$ cat src/rtl/plh_pkg.sv
`default_nettype none
package plh_pkg;

	typedef struct packed {
		logic [1:0]         opcode;
		logic [31:0]        handle;
		logic signed [31:0] priority_req;
	} in_item_t;

	typedef struct packed {
		logic [2:0]         status;
		logic [31:0]        out_handle;
		logic signed [31:0] out_priority;
		logic               last;
	} out_item_t;

	localparam logic [1:0] OP_ADD    = 2'd0;
	localparam logic [1:0] OP_REMOVE = 2'd1;
	localparam logic [1:0] OP_DUMP   = 2'd2;
	localparam logic [1:0] OP_UNUSED = 2'd3;

	localparam logic [2:0] ST_ENTRY = 3'd0;
	localparam logic [2:0] ST_DONE  = 3'd1;
	localparam logic [2:0] ST_FULL  = 3'd2;
	localparam logic [2:0] ST_NULL  = 3'd3;
	localparam logic [2:0] ST_EMPTY = 3'd4;

	// command kinds handed from front to back
	localparam logic [2:0] K_ADD    = 3'd0;
	localparam logic [2:0] K_REMOVE = 3'd1;
	localparam logic [2:0] K_DUMP   = 3'd2;
	localparam logic [2:0] K_NULL   = 3'd3;
	localparam logic [2:0] K_DONE   = 3'd4;

	typedef struct packed {
		logic [2:0]         kind;
		logic [31:0]        handle;
		logic signed [31:0] prio;
	} cmd_t;

	// ascending by signed priority, ties by unsigned handle
	function automatic logic sorts_before(logic signed [31:0] pa, logic [31:0] ha,
			logic signed [31:0] pb, logic [31:0] hb);
		return (pa < pb) || ((pa == pb) && (ha < hb));
	endfunction

endpackage
`default_nettype wire

$ cat src/rtl/plh_front.sv
`default_nettype none
module plh_front (
	input  wire               clk,
	input  wire               arst_n,
	input  wire               in_valid,
	output logic              in_ready,
	input  plh_pkg::in_item_t in_data,
	output logic              q_valid,
	output plh_pkg::cmd_t     q_cmd,
	input  wire               q_pop
);
	import plh_pkg::*;

	localparam int unsigned QD = 2;

	cmd_t       q_mem_q [QD];
	logic       wr_q, rd_q;
	logic [1:0] fill_q;
	cmd_t       cls;
	logic       push;
	logic       pop;

	always_comb begin
		cls.handle = in_data.handle;
		cls.prio   = in_data.priority_req;
		case (in_data.opcode)
			OP_ADD:    cls.kind = (in_data.handle == 32'd0) ? K_NULL : K_ADD;
			OP_REMOVE: cls.kind = (in_data.handle == 32'd0) ? K_DONE : K_REMOVE;
			OP_DUMP:   cls.kind = K_DUMP;
			default:   cls.kind = K_DONE;
		endcase
	end

	assign in_ready = (fill_q != 2'(QD));
	// unused opcode is consumed without a queue entry
	assign push     = in_valid && in_ready && (in_data.opcode != OP_UNUSED);
	assign q_valid  = (fill_q != 2'd0);
	assign q_cmd    = q_mem_q[rd_q];
	assign pop      = q_pop && q_valid;

	always_ff @(posedge clk) begin
		if (push) q_mem_q[wr_q] <= cls;
	end

	always_ff @(posedge clk or negedge arst_n) begin
		if (!arst_n) begin
			wr_q   <= 1'b0;
			rd_q   <= 1'b0;
			fill_q <= 2'd0;
		end else begin
			if (push) wr_q <= ~wr_q;
			if (pop)  rd_q <= ~rd_q;
			case ({push, pop})
				2'b10:   fill_q <= fill_q + 2'd1;
				2'b01:   fill_q <= fill_q - 2'd1;
				default: fill_q <= fill_q;
			endcase
		end
	end

endmodule
`default_nettype wire

$ cat config.mk
export PLATFORM = sky130hd
export DESIGN_NAME = plh_front
export DESIGN_NICKNAME = d
export VERILOG_FILES = /design/src/rtl/plh_pkg.sv /design/src/rtl/plh_front.sv
export SDC_FILE = /design/constraint.sdc
export NUM_CORES = 1
export LEC_CHECK = 0
export BUFFER_PORTS_ARGS = -buffer_cell sky130_fd_sc_hd__clkbuf_2
export CORE_MARGIN = 2
export CORE_UTILIZATION = 45
export DETAILED_ROUTE_END_ITERATION = 10
export PLACE_DENSITY = 0.73
export SYNTH_ARGS = -nofsm -noshare
export SYNTH_HDL_FRONTEND = slang
export SYNTH_SLANG_ARGS = --single-unit
export TNS_END_PERCENT = 10
$ cat constraint.sdc
create_clock -name clk -period 7.26 [get_ports clk]
set_input_delay 0.726 -clock clk [delete_from_list [all_inputs] [get_ports clk]]
set_output_delay 0.726 -clock clk [all_outputs]
set_load 0.005 [all_outputs]
* Word-level counts from Yosys, hierarchy flattened
Memories as Yosys holds them, arrays and structs flattened.
Index checks and enable logic that the tools add are counted.
** Operators by class
- $add $sub $neg :: 2
- Multiply operators :: 0
- Divide/modulo/power cells :: 0
- $lt $le $gt $ge :: 0
- Equality and inequality tests :: 6
- Shift-type cells :: 0
- Muxes and demuxes :: 6
- Bitwise gates (word level) :: 2
- Reductions and logical operators :: 7
** Operators by type and width (count)
- 32-bit logical NOT :: 1
- 3-bit case mux with 3 select lines :: 1
- 2-bit by 1-bit equality test with 1-bit output (second input constant) :: 2
- 2-bit equality test (second input constant) :: 2
- 2-bit != test (second input constant) :: 2
- 2-bit case mux with 2 select lines :: 1
- 2-bit nonzero test :: 2
- 1-bit logical AND :: 3
- 3-bit two-way mux :: 1
- 2-bit by 1-bit adder with 2-bit output (second input constant) :: 1
- 2-bit logical NOT :: 1
- 1-bit two-way mux :: 2
- 2-bit two-way mux :: 1
- 1-bit inverter :: 2
- 2-bit by 1-bit subtractor with 2-bit output (second input constant) :: 1
** Word-level totals
- Register bits :: 4
- Latch bits :: 0
- Bits in writable memories :: 134
- Memory bits (read-only) :: 0
- Input bits :: 70
- Output and inout port bits :: 69
- Word-level logic and storage cells :: 27
- Memories :: 1
** Memory list
- q_mem_q :: depth 2, bits a word 67, read ports 1, clocked after Yosys merged registers in 0, write ports 1, line plh_front.sv:16 : cmd_t q_mem_q [QD];

* Depth between registers and ports, before layout
Gate-level depths: netlist (run 1).
- Word-level depth :: 5
- Gate-level depth with buffers :: 6
- Depth with buffers taken out :: 6

* Worst setup path after synthesis (run 1)
OpenSTA, ideal clock, no wires.
- Path kind :: input port to flip-flop
- Start :: in in_data[65] in the netlist's numbering
- End :: mem q_mem_q[0][0] in the netlist's numbering, enable pin
- Library setup time :: 493 ps
- Arrival time :: 3750 ps
- Data required time :: 6767 ps
- Setup slack :: 3018 ps
- Stages :: 3
- Path buffers :: 0
- Cells stage by stage :: nand2_1 > nand3_1 > nor2_1
** On the way
- Word-level cells in the longest chain between the ends :: 4
** Ends and longest elaborated chain
- start: declaration :: line plh_front.sv:7 : input plh_pkg::in_item_t in_data,
- 2-bit != test :: line plh_front.sv:36 : assign push = in_valid && in_ready && (in_data.opcode != OP_UNUSED);
- 1-bit logical AND :: line plh_front.sv:36
- 1-bit two-way mux :: line plh_front.sv:42 : if (push) q_mem_q[wr_q] <= cls;
- 1-bit two-way mux (implied by the code) :: line plh_front.sv:42
- end: declaration :: line plh_front.sv:16
Every way passes these cells.

==> results of run 1 <==
==> layer usage <==
layer	wire (µm)	part of all wire, %	track usage, %
met4	72	0.76	5.00
met1	4100	43	19.4
met3	494	5.2	5.63
met2	4780	51	26.7
met5	0	0	0
==> report_power, final <==
part	total (mW)	switching, mW	internal, mW
sequential	1.12	0.0736	1.05
combinational	0.581	0.275	0.306
clock	0.851	0.286	0.565
==> sequential cells by signal, indices dropped and copies added (netlist names) <==
signal,cells
fill_q,2
q_mem_q,134
rd_q,1
wr_q,1
==> per-stage QoR <==
step	hold slack (ns)	setup slack, ns
2_1_floorplan	0.430	3.02
3_3_place_gp	0.477	4.59
3_5_place_dp	0.483	4.58
4_1_cts	0.117	4.15
5_1_grt	0.107	4.03
6_report	0.134	4.21
==> worst max-delay path: stages, from the launching register on <==
cell and delay [ns]:
dfrtp_2 0.86, buf_4 0.53, mux2_2 0.39, clkbuf_2 0.12
==> Yosys cell counts <==
cell type / count / area share (%)
edfxtp_1: 134 / 78
mux2_2: 67 / 15
nor4_1: 8 / 0.97
buf_2: 5 / 0.49
dfrtp_1: 4 / 1.9
nor2_1: 4 / 0.29
xnor2_1: 3 / 0.51
buf_4: 2 / 0.29
nand4_1: 2 / 0.24
xor2_1: 2 / 0.34
and2_1: 1 / 0.12
buf_6: 1 / 0.22
ha_1: 1 / 0.24
inv_1: 1 / 0.073
mux2_1: 1 / 0.22
nand2_1: 1 / 0.073
nand2b_1: 1 / 0.12
nand3_1: 1 / 0.097
nor2_2: 1 / 0.12
nor2b_1: 1 / 0.12
o21a_1: 1 / 0.15
o21ba_2: 1 / 0.19
or2_2: 1 / 0.12
==> how the worst max path moves through the flow <==
stage	start	endpoint
floorplan	in_data[65]	q_mem_q[0][0]$_DFFE_PP_
global placement	rd_q$_DFFE_PN0P_	q_cmd[26]
detailed placement	rd_q$_DFFE_PN0P_	q_cmd[19]
CTS	rd_q$_DFFE_PN0P_	q_cmd[19]
global route	rd_q$_DFFE_PN0P_	q_cmd[64]
finish	rd_q$_DFFE_PN0P_	q_cmd[64]
==> kinds of logic after synthesis <==
| family | after synthesis | share of synthesized area, % |
|---|---|---|
| buffers and inverters | 9 | 1.07 |
| flip-flops | 138 | 80.3 |
| AND/OR/NAND/NOR | 21 | 2.29 |
| XOR/XNOR | 5 | 0.853 |
| AO/OA/AOI/OAI | 2 | 0.341 |
| multiplexers | 68 | 14.9 |
| adder cells (fa/ha/maj) | 1 | 0.244 |
==> cell type report <==
cell class | instances | area (µm²)
clock buffers | 19 | 433
clock inverters | 11 | 154
fillers | 874 | 4690
inverters | 1 | 3.75
multi-input cells | 97 | 972
flip-flops and latches | 138 | 4130
well taps | 143 | 179
repair buffers | 141 | 713
==> run summary, run 1 <==
number of synthesized register bits = 138
Iter 0 DRT Violations = 128
CTS tree = done
post-cts resize count = 0
Finished Cell Area = 6580 µm²
layout cell share with drive strength beyond 1 = 58.7%
Total Nets Final = 467
Max-cap violations = 0
Synthesized Nets = 315
ant diodes = 0
top-level I/O count = 139
Final Util = 58.4%
Max clock buf depth = 2
aggregate global routing overflow = 0
Worst-path clk slew = 0.06 ns
row count = 39
number of H-tree levels = 4
Hold Fails Final Rpt = 0
Die ar. = 12300 µm²
post-DP HPWL = 6.04 mm
critical path class = reg2out
Worst R2R End = q_mem_q[1][51]$_DFFE_PP_
class of the worst hold path = in2async
final-report max-slew violation count = 0
maximum clock frequency = 328 MHz
CTS Root Cell = clkbuf_16
TritonCTS buffer count = 17
RD Place Congestion = 0.721
Fin Setup TNS = 0 ns
initial antenna violation count = 0
Reg2Reg Depth = 4
status = complete, no violations
Peak VDD IR = 364 µV
r2r startpoint = fill_q[0]$_DFFE_PN0P_
Tmin final = 3.05 ns
Netlist Area Pre-Place = 5140 µm²
Setup crit end kind = primary output
CP max FO = 36
# clock sinks = 138
drt first pass iters = 4
Antenna Nets Post-Route = 0
DRT Wirelength = 9.44 mm
unrepaired setup endpoints after global routing = no
Core Area = 11300 µm²
worst clock skew = 0.00852 ns
Die Span X = 111 µm
hold_buf cts = 0
flop-to-flop setup slack = 5.17 ns
placed insts = 520
placed inst area = 5990 µm²
first-pass GRT wire length = 14.8 mm
number of library cell types mapped by synthesis = 23
Syn Inst Count = 244
most common cell after layout, fill and taps aside = clkbuf_2
overall power = 2.55 mW
Vias/cell = 4.89
post-CTS setup buffers = 0
worst skew pair latency = 0.39 ns
DR WL/cell = 17.2 µm
worst slew pin tran = 0.911 ns
Setup violations, final = 0
CP Data Required Time = 6.53 ns
power density cells = 388 nW/µm²
Yosys warning count = 0
relative slew slack = 39.3%
Synth-to-Final Area Change = 28.1%
register area share after synthesis = 80.3%
Final Cycle Share = 42.0%
Die Span Y = 111 µm
DRC = 0
Final Non-Filler Cells = 550
type of origin of the critical path = flip-flop
most frequent cells in the layout = clkbuf_2, edfxtp_1, mux2_2
vias = 2692
LEAKAGE = 2.48 nW
initial core utilization = 45.6%
mean area per synthesized cell = 21.0 µm²
Crit path arrival time = 2.33 ns
largest net degree at the start of global routing = 68
Total GRT Usage = 15.9%
vias in the first global route = 2915
port bufs = 138
Note: power is estimated with default switching activity, not from simulation.
==> run 2: changes to the inputs <==
==> constraint.sdc (replaced) <==
create_clock -name clk -period 2.87 [get_ports clk]
set_input_delay 0.287 -clock clk [delete_from_list [all_inputs] [get_ports clk]]
set_output_delay 0.287 -clock clk [all_outputs]
set_load 0.005 [all_outputs]
==> run 2 against run 1 <==
- hold slack worse by 0.059 ns
- largest cell class unchanged
- critical path type unchanged
- via count up 1.3%
- largest power group unchanged
- count of clock-buffer cells in the layout down 1
==> run summary, run 2 (synthesis gave the netlist of run 1 again) <==
Total Nets Final = 470 (was 467)
CTS Root Cell = clkbuf_16 (unchanged)
relative slew slack = 59.7% (was 39.3%)
ant diodes = 0 (unchanged)
CP Data Required Time = 2.58 ns (was 6.53 ns)
unrepaired setup endpoints after global routing = no (unchanged)
TritonCTS buffer count = 17 (unchanged)
LEAKAGE = 2.48 nW (about the same)
worst skew pair latency = 0.40 ns (was 0.39 ns)
post-cts resize count = 0 (unchanged)
initial antenna violation count = 1 (was 0)
Sequential Power Share = 43.2% (was 43.9%)
Iter 0 DRT Violations = 139 (was 128)
Max-cap violations = 0 (unchanged)
post-DP HPWL = 6.08 mm (was 6.04 mm)
hold_buf cts = 1 (was 0)
largest net degree at the start of global routing = 68 (unchanged)
critical path class = reg2out (unchanged)
max reg flops = 134 (unchanged)
Finished Cell Area = 6590 µm² (was 6580 µm²)
Top Registers = q_mem_q (134), fill_q (2) (unchanged)
Hold Fails Final Rpt = 0 (unchanged)
vias = 2726 (was 2692)
worst slew pin tran = 0.605 ns (was 0.911 ns)
power density cells = 964 nW/µm² (was 388 nW/µm²)
Max clock buf depth = 2 (unchanged)
layout cell share with drive strength beyond 1 = 59.5% (was 58.7%)
maximum clock frequency = 505 MHz
switching share of power = 25.8% (was 24.9%)
type of origin of the critical path = flip-flop (unchanged)
Peak VDD IR = 554 µV (was 364 µV)
port bufs = 138 (unchanged)
Worst-path clk slew = 0.06 ns (about the same)
Setup violations, final = 0 (unchanged)
Total GRT Usage = 15.5% (was 15.9%)
status = complete, no violations (unchanged)
DRT Wirelength = 9.20 mm (was 9.44 mm)
# fillers = 874 (unchanged)
Die Span Y = 111 µm (unchanged)
first-pass GRT wire length = 14.5 mm (was 14.8 mm)
Antenna Nets Post-Route = 0 (unchanged)
hold_ws = 0.0754 ns (was 0.134 ns)
class of the worst hold path = in2reg (was in2async)
Tmin final = 1.98 ns
# clock sinks = 138 (unchanged)
Synth-to-Final Area Change = 28.3% (was 28.1%)
CP max FO = 67 (was 36)
placed inst area = 6020 µm² (was 5990 µm²)
Reg with most FFs = q_mem_q (unchanged)
number of H-tree levels = 4 (unchanged)
final-report max-slew violation count = 0 (unchanged)
Die ar. = 12300 µm² (unchanged)
worst clock skew = 0.00662 ns (was 0.00852 ns)
clock share of power = 31.7% (was 33.3%)
CTS tree = done (unchanged)
combinational fraction of design power = 25.2% (was 22.8%)
Crit path arrival time = 1.69 ns (was 2.33 ns)
Setup crit end kind = primary output (unchanged)
DRC = 0 (unchanged)
post-CTS setup buffers = 0 (unchanged)
P_int = 4.71 mW (was 1.92 mW)
sw power = 1.64 mW (was 0.635 mW)
row count = 39 (unchanged)
top-level I/O count = 139 (unchanged)
drt first pass iters = 4 (unchanged)
Vias/cell = 4.91 (was 4.89)
most common cell after layout, fill and taps aside = clkbuf_2 (unchanged)
aggregate global routing overflow = 0 (unchanged)
DR WL/cell = 16.6 µm (was 17.2 µm)
RD Place Congestion = 0.737 (was 0.721)
initial core utilization = 45.6% (unchanged)
most frequent cells in the layout = clkbuf_2, edfxtp_1, mux2_2 (unchanged)
Die Span X = 111 µm (unchanged)
vias in the first global route = 2885 (was 2915)
Core Area = 11300 µm² (unchanged)
Final Cycle Share = 68.9%
-- run 2: worst paths after layout --
check,slack (ns),cells after the start,end,from
min in group asynchronous,0.22,2,fill_q[0]$_DFFE_PN0P_,arst_n
min reg2reg,0.49,1,fill_q[1]$_DFFE_PN0P_,fill_q[1]$_DFFE_PN0P_
min,0.08,1,q_mem_q[1][1]$_DFFE_PP_,in_data[1]
max in group asynchronous,2.51,2,rd_q$_DFFE_PN0P_,arst_n
max,0.89,3,q_cmd[54],rd_q$_DFFE_PN0P_
max reg2reg,0.97,4,q_mem_q[0][19]$_DFFE_PP_,fill_q[0]$_DFFE_PN0P_
-- run 2: stage by stage --
step                TNS (ns)  utilization [%]  setup WS (ns)  instances  power [mW]
floorplan              -4.55                -        -0.0340        244        3.75
global placement           0             53.4          0.920        522        4.38
detailed placement         0             53.4          0.969        522        4.42
CTS                        0             58.5          0.877        555        6.45
global route               0             58.5          0.828        555        6.66
finish                     0             58.5          0.891        555        6.35
-- run 2: power by group through the flow --
stage	registers, mW	clock network [mW]	logic (mW)
after floorplan	2.76	0	0.986
after global placement	2.76	0	1.62
after detailed placement	2.79	0	1.63
after CTS	2.75	2.06	1.64
after global routing	2.77	2.14	1.74
final	2.74	2.01	1.60
-- run 2: metal layers --
| layer | GRT usage, % | wire length (µm) | up-vias |
|---|---|---|---|
| li1 | - | - | 1285 |
| met1 | 17.8 | 3720 | 1340 |
| met2 | 27.1 | 4840 | 91 |
| met3 | 5.47 | 534 | 8 |
| met4 | 5.50 | 86 | 2 |
| met5 | 0 | 13 | - |
-- run 2: final cells by class --
cell class | count | area (µm²) | area share [%]
sequential | 138 | 4130 | 62.6
inverter | 1 | 3.75 | 0.0569
clock inverter | 14 | 131 | 1.99
timing repair buffer | 144 | 751 | 11.4
tap | 143 | 179 | 2.71
multi-input combinational | 97 | 972 | 14.7
clock buffer | 18 | 429 | 6.51
-- run 2: critical path, stage by stage, from the launching register on --
cell      delay (ns)
dfrtp_2         0.39
buf_12          0.33
mux2_2          0.39
clkbuf_2        0.12
